===== src/rtl/a2b_pkg.sv =====
// Shared constants, codes and the job record for the avcC to Annex B converter.
package a2b_pkg;

    localparam int STORE_BYTES = 256;
    localparam int ADDR_W = $clog2(STORE_BYTES);
    localparam int LEN_W = $clog2(STORE_BYTES + 1);
    localparam int POS_W = $clog2(STORE_BYTES + 6);
    localparam int QUEUE_DEPTH = 4;
    localparam int QPTR_W = $clog2(QUEUE_DEPTH);

    localparam logic [LEN_W-1:0] STORE_MAX = LEN_W'(STORE_BYTES);

    localparam logic [3:0] PH_START   = 4'd0;
    localparam logic [3:0] PH_SKIP1   = 4'd1;
    localparam logic [3:0] PH_SKIP2   = 4'd2;
    localparam logic [3:0] PH_SKIP3   = 4'd3;
    localparam logic [3:0] PH_LENSIZE = 4'd4;
    localparam logic [3:0] PH_NUM_SPS = 4'd5;
    localparam logic [3:0] PH_NUM_PPS = 4'd6;
    localparam logic [3:0] PH_ULEN_HI = 4'd7;
    localparam logic [3:0] PH_ULEN_LO = 4'd8;
    localparam logic [3:0] PH_UNIT    = 4'd9;
    localparam logic [3:0] PH_DONE    = 4'd10;

    localparam logic [1:0] ST_DATA      = 2'd0;
    localparam logic [1:0] ST_HDR_OK    = 2'd1;
    localparam logic [1:0] ST_HDR_BAD   = 2'd2;
    localparam logic [1:0] ST_MALFORMED = 2'd3;

    localparam logic       CMD_HEADER = 1'b0;
    localparam logic [1:0] LEN_CODE_BAD = 2'd2;
    localparam logic [4:0] NAL_IDR = 5'd5;
    localparam logic [4:0] NAL_SLICE = 5'd1;
    localparam logic [2:0] SC_LONG = 3'd4;
    localparam logic [2:0] SC_SHORT = 3'd3;

    typedef struct packed {
        logic [2:0]        wr_count;
        logic [ADDR_W-1:0] wr_addr;
        logic              wr_sc;
        logic [7:0]        wr_byte;
        logic [LEN_W-1:0]  store_len;
        logic [2:0]        sc_len;
        logic              has_data;
        logic [7:0]        data;
        logic [1:0]        status;
        logic              pend;
        logic              need_result;
    } job_t;

endpackage


===== src/rtl/a2b_in_if.sv =====
// Input channel carrying one command byte per beat.
interface a2b_in_if;
    logic       valid;
    logic       ready;
    logic       command;
    logic [7:0] data_byte;
    logic       last_byte;

    modport source (output valid, output command, output data_byte, output last_byte,
                    input ready);
    modport sink (input valid, input command, input data_byte, input last_byte,
                  output ready);
endinterface


===== src/rtl/a2b_out_if.sv =====
// Output channel carrying up to eight converted bytes per beat.
interface a2b_out_if;
    logic        valid;
    logic        ready;
    logic [63:0] out_bytes;
    logic [3:0]  byte_count;
    logic [1:0]  status;
    logic        packet_end;
    logic        last_of_run;

    modport source (output valid, output out_bytes, output byte_count, output status,
                    output packet_end, output last_of_run, input ready);
    modport sink (input valid, input out_bytes, input byte_count, input status,
                  input packet_end, input last_of_run, output ready);
endinterface


===== src/rtl/a2b_front.sv =====
// Front part: parses header and packet bytes and issues jobs to the back part.
module a2b_front
    import a2b_pkg::*;
(
    input  logic  clk,
    input  logic  rst_n,
    a2b_in_if.sink stream,
    output logic  push,
    output job_t  push_job,
    input  logic  can_push
);

    logic [LEN_W-1:0] store_len_reg, store_len_next;
    logic [2:0]       prefix_reg, prefix_next;
    logic             conv_reg, conv_next;
    logic             await_reg, await_next;
    logic [3:0]       phase_reg, phase_next;
    logic [7:0]       units_reg, units_next;
    logic [15:0]      ubl_reg, ubl_next;
    logic             pps_reg, pps_next;
    logic             hfail_reg, hfail_next;
    logic [1:0]       idx_reg, idx_next;
    logic [31:0]      acc_reg, acc_next;
    logic [31:0]      nbl_reg, nbl_next;
    logic             inpay_reg, inpay_next;
    logic             hasout_reg, hasout_next;
    logic             pfail_reg, pfail_next;

    logic             accept;
    logic             fin;
    logic [7:0]       units_dec;
    logic [LEN_W-1:0] room;
    logic [2:0]       idx_inc;
    logic             fail;
    logic             ok;
    logic             do_start;
    job_t             job;
    logic             need_job;

    assign stream.ready = can_push;
    assign accept = stream.valid && can_push;
    assign push = accept && need_job;
    assign push_job = job;

    always_comb
    begin
        store_len_next = store_len_reg;
        prefix_next = prefix_reg;
        conv_next = conv_reg;
        await_next = await_reg;
        phase_next = phase_reg;
        units_next = units_reg;
        ubl_next = ubl_reg;
        pps_next = pps_reg;
        hfail_next = hfail_reg;
        idx_next = idx_reg;
        acc_next = acc_reg;
        nbl_next = nbl_reg;
        inpay_next = inpay_reg;
        hasout_next = hasout_reg;
        pfail_next = pfail_reg;
        fin = 1'b0;
        units_dec = units_reg - 8'd1;
        room = STORE_MAX - store_len_reg;
        idx_inc = {1'b0, idx_reg} + 3'd1;
        fail = 1'b0;
        ok = 1'b0;
        do_start = 1'b0;
        need_job = 1'b0;
        job = '0;
        job.wr_addr = store_len_reg[ADDR_W-1:0];
        job.wr_byte = stream.data_byte;
        job.data = stream.data_byte;

        if (stream.command == CMD_HEADER)
        begin
            if (phase_reg == PH_START)
            begin
                store_len_next = '0;
                hfail_next = 1'b0;
                pps_next = 1'b0;
                phase_next = PH_SKIP1;
            end
            else if (!hfail_reg)
            begin
                unique case (phase_reg)
                    PH_SKIP1, PH_SKIP2, PH_SKIP3:
                    begin
                        phase_next = phase_reg + 4'd1;
                    end
                    PH_LENSIZE:
                    begin
                        if (stream.data_byte[1:0] == LEN_CODE_BAD)
                            hfail_next = 1'b1;
                        else
                            prefix_next = {1'b0, stream.data_byte[1:0]} + 3'd1;
                        phase_next = PH_NUM_SPS;
                    end
                    PH_NUM_SPS:
                    begin
                        units_next = {3'b000, stream.data_byte[4:0]};
                        if (stream.data_byte[4:0] == 5'd0)
                        begin
                            pps_next = 1'b1;
                            phase_next = PH_NUM_PPS;
                        end
                        else
                            phase_next = PH_ULEN_HI;
                    end
                    PH_NUM_PPS:
                    begin
                        pps_next = 1'b1;
                        units_next = stream.data_byte;
                        phase_next = (stream.data_byte == 8'd0) ? PH_DONE : PH_ULEN_HI;
                    end
                    PH_ULEN_HI:
                    begin
                        ubl_next = {stream.data_byte, 8'h00};
                        phase_next = PH_ULEN_LO;
                    end
                    PH_ULEN_LO:
                    begin
                        ubl_next = {ubl_reg[15:8], stream.data_byte};
                        job.wr_sc = 1'b1;
                        if (room < LEN_W'(4))
                        begin
                            hfail_next = 1'b1;
                            job.wr_count = room[2:0];
                        end
                        else
                            job.wr_count = 3'd4;
                        store_len_next = store_len_reg + LEN_W'(job.wr_count);
                        if (ubl_next == 16'd0)
                            fin = 1'b1;
                        else
                            phase_next = PH_UNIT;
                    end
                    PH_UNIT:
                    begin
                        if (store_len_reg == STORE_MAX)
                            hfail_next = 1'b1;
                        else
                        begin
                            job.wr_count = 3'd1;
                            store_len_next = store_len_reg + LEN_W'(1);
                        end
                        ubl_next = ubl_reg - 16'd1;
                        if (ubl_next == 16'd0)
                            fin = 1'b1;
                    end
                    default:
                    begin
                        phase_next = phase_reg;
                    end
                endcase
                if (fin)
                begin
                    units_next = units_dec;
                    if (units_dec != 8'd0)
                        phase_next = PH_ULEN_HI;
                    else if (!pps_reg)
                    begin
                        pps_next = 1'b1;
                        phase_next = PH_NUM_PPS;
                    end
                    else
                        phase_next = PH_DONE;
                end
            end
            if (stream.last_byte)
            begin
                ok = !hfail_next && (phase_next == PH_DONE);
                conv_next = ok;
                if (ok)
                    await_next = 1'b1;
                phase_next = PH_START;
                job.need_result = 1'b1;
                job.status = ok ? ST_HDR_OK : ST_HDR_BAD;
            end
            need_job = (job.wr_count != 3'd0) || stream.last_byte;
        end
        else if (!conv_reg)
        begin
            job.has_data = 1'b1;
            job.pend = stream.last_byte;
            need_job = 1'b1;
        end
        else if (pfail_reg)
        begin
            job.need_result = 1'b1;
            job.status = ST_MALFORMED;
            job.pend = 1'b1;
            need_job = stream.last_byte;
        end
        else
        begin
            if (!inpay_reg)
            begin
                acc_next = (idx_reg == 2'd0) ? {24'd0, stream.data_byte}
                                             : {acc_reg[23:0], stream.data_byte};
                idx_next = idx_inc[1:0];
                if (idx_inc >= prefix_reg)
                begin
                    idx_next = 2'd0;
                    nbl_next = acc_next;
                    if (acc_next[31])
                    begin
                        fail = 1'b1;
                        pfail_next = 1'b1;
                    end
                    else if (acc_next == 32'd0)
                        do_start = 1'b1;
                    else
                        inpay_next = 1'b1;
                end
            end
            else
            begin
                if (nbl_reg == acc_reg)
                begin
                    if (await_reg && stream.data_byte[4:0] == NAL_IDR)
                    begin
                        job.store_len = store_len_reg;
                        await_next = 1'b0;
                    end
                    else if (!await_reg && stream.data_byte[4:0] == NAL_SLICE)
                        await_next = 1'b1;
                    do_start = 1'b1;
                end
                job.has_data = 1'b1;
                nbl_next = nbl_reg - 32'd1;
                if (nbl_next == 32'd0)
                    inpay_next = 1'b0;
            end
            if (do_start)
            begin
                job.sc_len = hasout_reg ? SC_SHORT : SC_LONG;
                hasout_next = 1'b1;
            end
            if (stream.last_byte && (inpay_next || idx_next != 2'd0))
                fail = 1'b1;
            job.pend = stream.last_byte;
            job.need_result = fail || stream.last_byte;
            job.status = fail ? ST_MALFORMED : ST_DATA;
            need_job = job.need_result || job.has_data || (job.sc_len != 3'd0);
        end

        if (stream.command != CMD_HEADER && stream.last_byte)
        begin
            idx_next = 2'd0;
            acc_next = 32'd0;
            nbl_next = 32'd0;
            inpay_next = 1'b0;
            hasout_next = 1'b0;
            pfail_next = 1'b0;
        end
    end

    always_ff @(posedge clk or negedge rst_n)
    begin
        if (!rst_n)
        begin
            store_len_reg <= '0;
            prefix_reg <= SC_LONG;
            conv_reg <= 1'b0;
            await_reg <= 1'b0;
            phase_reg <= PH_START;
            units_reg <= 8'd0;
            ubl_reg <= 16'd0;
            pps_reg <= 1'b0;
            hfail_reg <= 1'b0;
            idx_reg <= 2'd0;
            acc_reg <= 32'd0;
            nbl_reg <= 32'd0;
            inpay_reg <= 1'b0;
            hasout_reg <= 1'b0;
            pfail_reg <= 1'b0;
        end
        else if (accept)
        begin
            store_len_reg <= store_len_next;
            prefix_reg <= prefix_next;
            conv_reg <= conv_next;
            await_reg <= await_next;
            phase_reg <= phase_next;
            units_reg <= units_next;
            ubl_reg <= ubl_next;
            pps_reg <= pps_next;
            hfail_reg <= hfail_next;
            idx_reg <= idx_next;
            acc_reg <= acc_next;
            nbl_reg <= nbl_next;
            inpay_reg <= inpay_next;
            hasout_reg <= hasout_next;
            pfail_reg <= pfail_next;
        end
    end

endmodule


===== src/rtl/a2b_queue.sv =====
// Short job queue between the front and back parts.
module a2b_queue
    import a2b_pkg::*;
(
    input  logic clk,
    input  logic rst_n,
    input  logic push,
    input  job_t push_job,
    output logic can_push,
    input  logic pop,
    output job_t pop_job,
    output logic has_job
);

    job_t              entry_reg [QUEUE_DEPTH];
    logic [QPTR_W-1:0] wptr_reg, wptr_next;
    logic [QPTR_W-1:0] rptr_reg, rptr_next;
    logic [QPTR_W:0]   count_reg, count_next;

    assign can_push = (count_reg != (QPTR_W+1)'(QUEUE_DEPTH));
    assign has_job = (count_reg != '0);
    assign pop_job = entry_reg[rptr_reg];

    always_comb
    begin
        wptr_next = push ? wptr_reg + QPTR_W'(1) : wptr_reg;
        rptr_next = pop ? rptr_reg + QPTR_W'(1) : rptr_reg;
        count_next = count_reg + (QPTR_W+1)'(push) - (QPTR_W+1)'(pop);
    end

    always_ff @(posedge clk)
    begin
        if (push)
            entry_reg[wptr_reg] <= push_job;
    end

    always_ff @(posedge clk or negedge rst_n)
    begin
        if (!rst_n)
        begin
            wptr_reg <= '0;
            rptr_reg <= '0;
            count_reg <= '0;
        end
        else
        begin
            wptr_reg <= wptr_next;
            rptr_reg <= rptr_next;
            count_reg <= count_next;
        end
    end

endmodule


===== src/rtl/a2b_back.sv =====
// Back part: writes the parameter-set store and packs output bytes into beats.
module a2b_back
    import a2b_pkg::*;
(
    input  logic clk,
    input  logic rst_n,
    input  logic has_job,
    input  job_t pop_job,
    output logic pop,
    a2b_out_if.source result
);

    typedef enum logic [2:0] {
        S_IDLE  = 3'b001,
        S_WRITE = 3'b010,
        S_EMIT  = 3'b100
    } state_t;

    logic [7:0]       mem [STORE_BYTES];
    logic [7:0]       rd_data_reg;

    state_t           state_reg, state_next;
    job_t             job_reg;
    logic [1:0]       wk_reg, wk_next;
    logic [POS_W-1:0] p_reg, p_next;
    logic [63:0]      acc_word_reg, acc_word_next;
    logic [2:0]       acc_cnt_reg, acc_cnt_next;
    logic             out_valid_reg, out_valid_next;
    logic [63:0]      out_bytes_reg;
    logic [3:0]       out_count_reg;
    logic [1:0]       out_status_reg;
    logic             out_pend_reg;
    logic             out_last_reg;

    logic             load;
    logic [63:0]      load_word;
    logic [3:0]       load_count;
    logic             load_final;
    logic             out_free;
    logic [POS_W-1:0] total;
    logic [POS_W-1:0] q;
    logic [7:0]       cur_byte;
    logic [63:0]      ins_word;
    logic [3:0]       new_cnt;
    logic             seq_last;
    logic             wr_en;
    logic [ADDR_W-1:0] wr_addr;
    logic [7:0]       wr_data;

    assign out_free = !out_valid_reg || result.ready;
    assign pop = (state_reg == S_IDLE) && has_job;

    assign result.valid = out_valid_reg;
    assign result.out_bytes = out_bytes_reg;
    assign result.byte_count = out_count_reg;
    assign result.status = out_status_reg;
    assign result.packet_end = out_pend_reg;
    assign result.last_of_run = out_last_reg;

    always_comb
    begin
        state_next = state_reg;
        wk_next = wk_reg;
        p_next = p_reg;
        acc_word_next = acc_word_reg;
        acc_cnt_next = acc_cnt_reg;
        load = 1'b0;
        load_word = 64'd0;
        load_count = 4'd0;
        load_final = 1'b0;
        wr_en = 1'b0;
        wr_addr = job_reg.wr_addr + ADDR_W'(wk_reg);
        wr_data = job_reg.wr_sc ? ((wk_reg == 2'd3) ? 8'd1 : 8'd0) : job_reg.wr_byte;

        total = POS_W'(job_reg.store_len) + POS_W'(job_reg.sc_len)
              + POS_W'(job_reg.has_data);
        q = p_reg - POS_W'(job_reg.store_len);
        if (p_reg < POS_W'(job_reg.store_len))
            cur_byte = rd_data_reg;
        else if (q < POS_W'(job_reg.sc_len))
            cur_byte = (q == POS_W'(job_reg.sc_len) - POS_W'(1)) ? 8'd1 : 8'd0;
        else
            cur_byte = job_reg.data;
        ins_word = acc_word_reg | ({56'd0, cur_byte} << {~acc_cnt_reg, 3'b000});
        new_cnt = {1'b0, acc_cnt_reg} + 4'd1;
        seq_last = (p_reg + POS_W'(1) == total);

        unique case (state_reg)
            S_IDLE:
            begin
                p_next = '0;
                wk_next = 2'd0;
                acc_word_next = 64'd0;
                acc_cnt_next = 3'd0;
                if (has_job)
                    state_next = (pop_job.wr_count != 3'd0) ? S_WRITE : S_EMIT;
            end
            S_WRITE:
            begin
                wr_en = 1'b1;
                wk_next = wk_reg + 2'd1;
                if ({1'b0, wk_reg} + 3'd1 == job_reg.wr_count)
                    state_next = S_EMIT;
            end
            S_EMIT:
            begin
                if (p_reg < total)
                begin
                    if (new_cnt == 4'd8 || seq_last)
                    begin
                        if (out_free)
                        begin
                            load = 1'b1;
                            load_word = ins_word;
                            load_count = new_cnt;
                            load_final = seq_last;
                            acc_word_next = 64'd0;
                            acc_cnt_next = 3'd0;
                            p_next = p_reg + POS_W'(1);
                            if (seq_last)
                                state_next = S_IDLE;
                        end
                    end
                    else
                    begin
                        acc_word_next = ins_word;
                        acc_cnt_next = new_cnt[2:0];
                        p_next = p_reg + POS_W'(1);
                    end
                end
                else if (job_reg.need_result)
                begin
                    if (out_free)
                    begin
                        load = 1'b1;
                        load_final = 1'b1;
                        state_next = S_IDLE;
                    end
                end
                else
                    state_next = S_IDLE;
            end
            default:
            begin
                state_next = S_IDLE;
            end
        endcase

        if (load)
            out_valid_next = 1'b1;
        else if (result.ready)
            out_valid_next = 1'b0;
        else
            out_valid_next = out_valid_reg;
    end

    always_ff @(posedge clk)
    begin
        if (wr_en)
            mem[wr_addr] <= wr_data;
        rd_data_reg <= mem[p_next[ADDR_W-1:0]];
        if (pop)
            job_reg <= pop_job;
        if (load)
        begin
            out_bytes_reg <= load_word;
            out_count_reg <= load_count;
            out_status_reg <= load_final ? job_reg.status : ST_DATA;
            out_pend_reg <= load_final && job_reg.pend;
            out_last_reg <= load_final;
        end
    end

    always_ff @(posedge clk or negedge rst_n)
    begin
        if (!rst_n)
        begin
            state_reg <= S_IDLE;
            wk_reg <= 2'd0;
            p_reg <= '0;
            acc_word_reg <= 64'd0;
            acc_cnt_reg <= 3'd0;
            out_valid_reg <= 1'b0;
        end
        else
        begin
            state_reg <= state_next;
            wk_reg <= wk_next;
            p_reg <= p_next;
            acc_word_reg <= acc_word_next;
            acc_cnt_reg <= acc_cnt_next;
            out_valid_reg <= out_valid_next;
        end
    end

endmodule


===== src/rtl/avcc_to_annexb_converter_top.sv =====
// Top level of the avcC to Annex B converter.
// An input beat is taken whenever the four-entry job queue has room.
// The back part pops each job and emits its output bytes (stored parameter sets,
// start code, data) packed into beats, stalling while the output is not taken.
// A header byte that writes the store is written into it one stored byte at a time.
// Reset clears all control state at once; the parameter-set store is not cleared.
module avcc_to_annexb_converter_top
    import a2b_pkg::*;
(
    input  logic clk,
    input  logic rst_n,
    a2b_in_if.sink stream,
    a2b_out_if.source result
);

    logic push;
    job_t push_job;
    logic can_push;
    logic pop;
    job_t pop_job;
    logic has_job;

    a2b_front u_front (
        .clk      (clk),
        .rst_n    (rst_n),
        .stream   (stream),
        .push     (push),
        .push_job (push_job),
        .can_push (can_push)
    );

    a2b_queue u_queue (
        .clk      (clk),
        .rst_n    (rst_n),
        .push     (push),
        .push_job (push_job),
        .can_push (can_push),
        .pop      (pop),
        .pop_job  (pop_job),
        .has_job  (has_job)
    );

    a2b_back u_back (
        .clk     (clk),
        .rst_n   (rst_n),
        .has_job (has_job),
        .pop_job (pop_job),
        .pop     (pop),
        .result  (result)
    );

endmodule


===== src/flat_wrapper.sv =====
// flat-port wrapper written by rule: the top's interface ports become plain ports
module avcc_to_annexb_converter_top_flat import a2b_pkg::*;
  (clk, rst_n, stream_valid, stream_command, stream_data_byte, stream_last_byte, stream_ready, result_valid, result_out_bytes, result_byte_count, result_status, result_packet_end, result_last_of_run, result_ready);
  a2b_in_if stream_i ();
  a2b_out_if result_i ();
  input  logic clk;
  input  logic rst_n;
  input wire logic [$bits(stream_i.valid)-1:0] stream_valid;
  input wire logic [$bits(stream_i.command)-1:0] stream_command;
  input wire logic [$bits(stream_i.data_byte)-1:0] stream_data_byte;
  input wire logic [$bits(stream_i.last_byte)-1:0] stream_last_byte;
  output wire logic [$bits(stream_i.ready)-1:0] stream_ready;
  output wire logic [$bits(result_i.valid)-1:0] result_valid;
  output wire logic [$bits(result_i.out_bytes)-1:0] result_out_bytes;
  output wire logic [$bits(result_i.byte_count)-1:0] result_byte_count;
  output wire logic [$bits(result_i.status)-1:0] result_status;
  output wire logic [$bits(result_i.packet_end)-1:0] result_packet_end;
  output wire logic [$bits(result_i.last_of_run)-1:0] result_last_of_run;
  input wire logic [$bits(result_i.ready)-1:0] result_ready;
  assign stream_i.valid = stream_valid;
  assign stream_i.command = stream_command;
  assign stream_i.data_byte = stream_data_byte;
  assign stream_i.last_byte = stream_last_byte;
  assign stream_ready = stream_i.ready;
  assign result_valid = result_i.valid;
  assign result_out_bytes = result_i.out_bytes;
  assign result_byte_count = result_i.byte_count;
  assign result_status = result_i.status;
  assign result_packet_end = result_i.packet_end;
  assign result_last_of_run = result_i.last_of_run;
  assign result_i.ready = result_ready;
  avcc_to_annexb_converter_top u_core (.clk(clk), .rst_n(rst_n), .stream(stream_i), .result(result_i));
endmodule

===== config.mk =====
export PLATFORM = sky130hd
export DESIGN_NAME = avcc_to_annexb_converter_top_flat
export DESIGN_NICKNAME = d
export VERILOG_FILES = /design/src/rtl/a2b_pkg.sv /design/src/rtl/a2b_in_if.sv /design/src/rtl/a2b_out_if.sv /design/src/rtl/a2b_front.sv /design/src/rtl/a2b_queue.sv /design/src/rtl/a2b_back.sv /design/src/rtl/avcc_to_annexb_converter_top.sv /design/src/flat_wrapper.sv
export SDC_FILE = /design/constraint.sdc
export NUM_CORES = 2
export LEC_CHECK = 0
export BUFFER_PORTS_ARGS = -buffer_cell sky130_fd_sc_hd__buf_2
export CAP_MARGIN = 15
export CORE_MARGIN = 4
export CORE_UTILIZATION = 40
export DETAILED_ROUTE_END_ITERATION = 7
export SETUP_SLACK_MARGIN = 0.05
export SKIP_LAST_GASP = 1
export SLEW_MARGIN = 15
export SYNTH_ARGS = -nofsm -noshare
export SYNTH_HDL_FRONTEND = slang
export SYNTH_SLANG_ARGS = --single-unit

===== constraint.sdc =====
create_clock -name clk -period 15.6 [get_ports clk]
set_input_delay 3.12 -clock clk [delete_from_list [all_inputs] [get_ports clk]]
set_output_delay 3.12 -clock clk [all_outputs]
set_load 0.01 [all_outputs]

==> results_dict.tcl <==
set metrics [dict create \
    worstSetupEndpointType "flop" \
    post_cts_buffers 0 \
    final_util_pct 45.2 \
    cp_max_fo 159 \
    synth-edff-count 2300 \
    synth_seq_cells 2510 \
    grt_busiest_layer "met2" \
    synth_flop_cell "edfxtp_1" \
    synth_top_area_cell "edfxtp_1" \
    rr_startpoint "u_core.u_back.job_reg[14]$_DFFE_PP_" \
    routed_via_density 5.89 \
    h-tree-depth 5 \
    sequential_cell_area_sq_mm 0.0743 \
    yosys_warnings 0 \
    drc 0 \
    met2_usage_pct 34.9 \
    async_flop_share_pct 8.05 \
    initial_utilization_pct 40.3 \
    hold_buffers 0 \
    pwr-share-comb_pct 25.6 \
    insertion_delay_ns 0.88 \
    cp.required_ns 16.31 \
    cts.path.max_buffers 4 \
    slew_violations 0 \
    syn_avg_cell_area_sq_um 12.8 \
    use_met3_pct 4.06 \
    fin_crit_sh_pct 56.0 \
    crit_end "u_core.u_back.rd_data_reg[6]$_DFF_P_" \
    power_density_mw_per_mm2 173 \
    antenna_found_initial 8 \
    avgRoutedWirePerCell_um 26.8 \
    grt_max_degree 208 \
    nets 8146 \
    multi_input_area_sq_mm 0.0272 \
    grt_pass1_vias 65300 \
    io_pins 88 \
    drtPass1Iterations 8 \
    worstMarginPinSlew_ns 1.31 \
    ys_seq_area_share_pct 71.5 \
    area_delta_synth_final_pct 12.0 \
    final_cell_mix "2,300 x edfxtp_1, 1,945 x nand2_1, 479 x nand3_1, 453 x nor2_1, 290 x a21oi_1" \
    path_class "reg2reg" \
    die_h_um 518 \
    setup_tns_ns 0 \
    timing.max_cap.violations 0 \
    nFillCells 22800 \
    ctsResizeCount 0 \
    drtIter0Drc 8641 \
    largest_reg_flops 2048 \
    setup_violations 0 \
    cts_made_buffers 274 \
    p_sw_mw 6.64 \
    reg2reg_setup_slack_ns 6.86 \
    power_frac_seq_pct 42.8 \
    yosys-top-cells-area "edfxtp_1 66%, nand2_1 7.0%, dfrtp_1 4.8%" \
    rsz0062_at_grt "false" \
    met1_usage_pct 30.8 \
    slew_headroom_pct 12.4 \
    fp-row-count 186 \
    dieArea_sq_mm 0.268 \
    rr_worst_depth 21 \
    track_usage_pct 22.4 \
    fin_crit_ns 8.74 \
    vias 68700 \
    p_leak_nw 39.7 \
    cts_tree "yes" \
    startpoint_type "flop" \
    synth_nets 8182 \
    gp_congestion 0.866 \
    reg2reg_to "u_core.u_back.rd_data_reg[6]$_DFF_P_" \
    ir_drop_v 0.000156 \
    dpl.hpwl_um 182000 \
    cts_root_buffer "clkbuf_16" \
    yosysTopAreaCellShare_pct 66.5 \
    final_layout_size_suffix_gt1_share_pct 8.97 \
    antenna_left 0 \
    grt_pass1_wl_um 454000 \
    fin_skew_ns 0.0746 \
    portBuffers 87 \
    synth_area_sq_mm 0.104 \
    hold_path_class "reg2reg" \
    outcome "finished, final reports clean" \
    internal-power_mw 13.5 \
    grt-ovfl-total 0 \
    die_width_um 518 \
    p_sw_share_pct 33.0 \
    cp_data_arrival_time_ns 9.45 \
    cts_sinks 2510 \
    hold_viol 0 \
    final_common_cell "edfxtp_1" \
    core_area_sq_mm 0.258 \
    clkTransAtPathRegs_ns 0.06 \
    fmax_ghz 0.114 \
    synthCells 8103 \
    pwr-share-clk_pct 31.5 \
    cp-startpoint "u_core.u_back.job_reg[14]$_DFFE_PP_" \
    yosys.cell_types.count 95 \
    totalWireLength_um 313000 \
]
==> cells in the mapped netlist, types with 31 or more instances <==
cell type	number
xnor2_1	67
nor2_1	461
a21oi_1	290
edfxtp_1	2300
a22oi_1	38
and3_1	216
dfrtp_1	200
nor4_1	40
mux4_2	39
xor2_1	37
clkbuf_1	241
a22o_1	43
and2_1	32
buf_2	212
ha_1	59
nand3_1	480
buf_1	65
a311oi_1	221
a31oi_1	143
a32oi_1	34
o22ai_1	33
nand2_1	1951
nor3_1	75
a211oi_1	88
nand4_1	31
inv_1	60
o21ai_0	213
mux2i_1	51
a221oi_1	60
==> power by group through the flow <==
stage | logic (mW) | clock network [mW] | registers, mW
after floorplan | 3.35 | 0 | 8.91
after global placement | 4.99 | 0 | 8.75
after detailed placement | 5.09 | 0 | 8.76
after CTS | 5.11 | 6.41 | 8.62
after global routing | 5.58 | 6.69 | 8.64
final | 5.16 | 6.34 | 8.62
==> layout make-up <==
| class | count | area share (%) |
|---|---|---|
| Sequential cell | 2510 | 63.8 |
| Tap cell | 3384 | 3.64 |
| Multi-Input combinational cell | 4983 | 23.4 |
| Antenna cell | 5 | 0.0108 |
| Inverter | 65 | 0.229 |
| Timing Repair Buffer | 233 | 1.49 |
| Clock buffer | 349 | 6.41 |
| Clock inverter | 132 | 1.01 |
==> per-stage QoR <==
stage,setup slack [ns],instances,area [sq um],hold WS (ns),total power [mW]
6_report,6.86,11700,116000,0.479,20.1
5_1_grt,6.39,11700,116000,0.501,20.9
4_1_cts,7.01,11700,116000,0.484,20.1
3_5_place_dp,6.41,11200,108000,0.471,13.9
3_3_place_gp,6.48,11200,108000,0.464,13.7
2_1_floorplan,6.88,8103,104000,0.451,12.3
==> worst min path at each step <==
| stage | from | depth (start not counted) | to | slack (ns) |
|---|---|---|---|---|
| after global placement | u_core.u_back.acc_word_reg[6]$_DFFE_PN0P_ | 2 | u_core.u_back.acc_word_reg[6]$_DFFE_PN0P_ | 0.46 |
| after global routing | u_core.u_back.acc_word_reg[18]$_DFFE_PN0P_ | 2 | u_core.u_back.acc_word_reg[18]$_DFFE_PN0P_ | 0.50 |
| after detailed placement | u_core.u_back.acc_word_reg[26]$_DFFE_PN0P_ | 2 | u_core.u_back.acc_word_reg[26]$_DFFE_PN0P_ | 0.47 |
| after CTS | u_core.u_back.acc_word_reg[28]$_DFFE_PN0P_ | 2 | u_core.u_back.acc_word_reg[28]$_DFFE_PN0P_ | 0.48 |
| after floorplan | u_core.u_back.acc_word_reg[0]$_DFFE_PN0P_ | 2 | u_core.u_back.acc_word_reg[0]$_DFFE_PN0P_ | 0.45 |
| final | u_core.u_back.acc_word_reg[19]$_DFFE_PN0P_ | 2 | u_core.u_back.acc_word_reg[19]$_DFFE_PN0P_ | 0.48 |
==> critical path: stages, from the launching register on <==
cell and delay [ns]:
edfxtp_1 0.49, fa_1 0.48, fa_1 0.44, a21oi_1 0.40, o21ai_0 0.23, and2_1 0.18, ha_1 0.28, a2111oi_0 0.41
a211o_1 0.23, nand3_1 0.22, o31ai_4 0.32, and2_4 0.57, buf_4 0.68, buf_12 0.54, buf_4 0.57, buf_4 0.69
mux2i_1 0.26, a32oi_1 0.08, nand4_1 0.24, a31oi_1 0.12, o32ai_1 0.73, a311oi_1 0.12
==> logic make-up (layout without fill, tap and decap cells) <==
group / count (synthesis) / count (layout) / share of synthesized area, %
AOI/OAI and AO/OA: 1309 / 1309 / 8.62
xor gates and xnor gates: 105 / 105 / 0.898
adders and majority gates: 65 / 65 / 0.826
buffers and inverters: 610 / 779 / 2.58
DFF: 2510 / 2510 / 71.5
muxes: 105 / 105 / 1.50
other: 0 / 5 / 0
and+or+nand+nor: 3399 / 3399 / 14.1
==> routing by layer <==
layer	share of wire, %	wire (um)	vias up
li1	-	-	30000
met1	40	126000	34700
met2	46	144000	3361
met3	8.8	27500	661
met4	4.9	15400	12
met5	0.027	83	-
No activity file was read; power rests on OpenSTA's default activity.
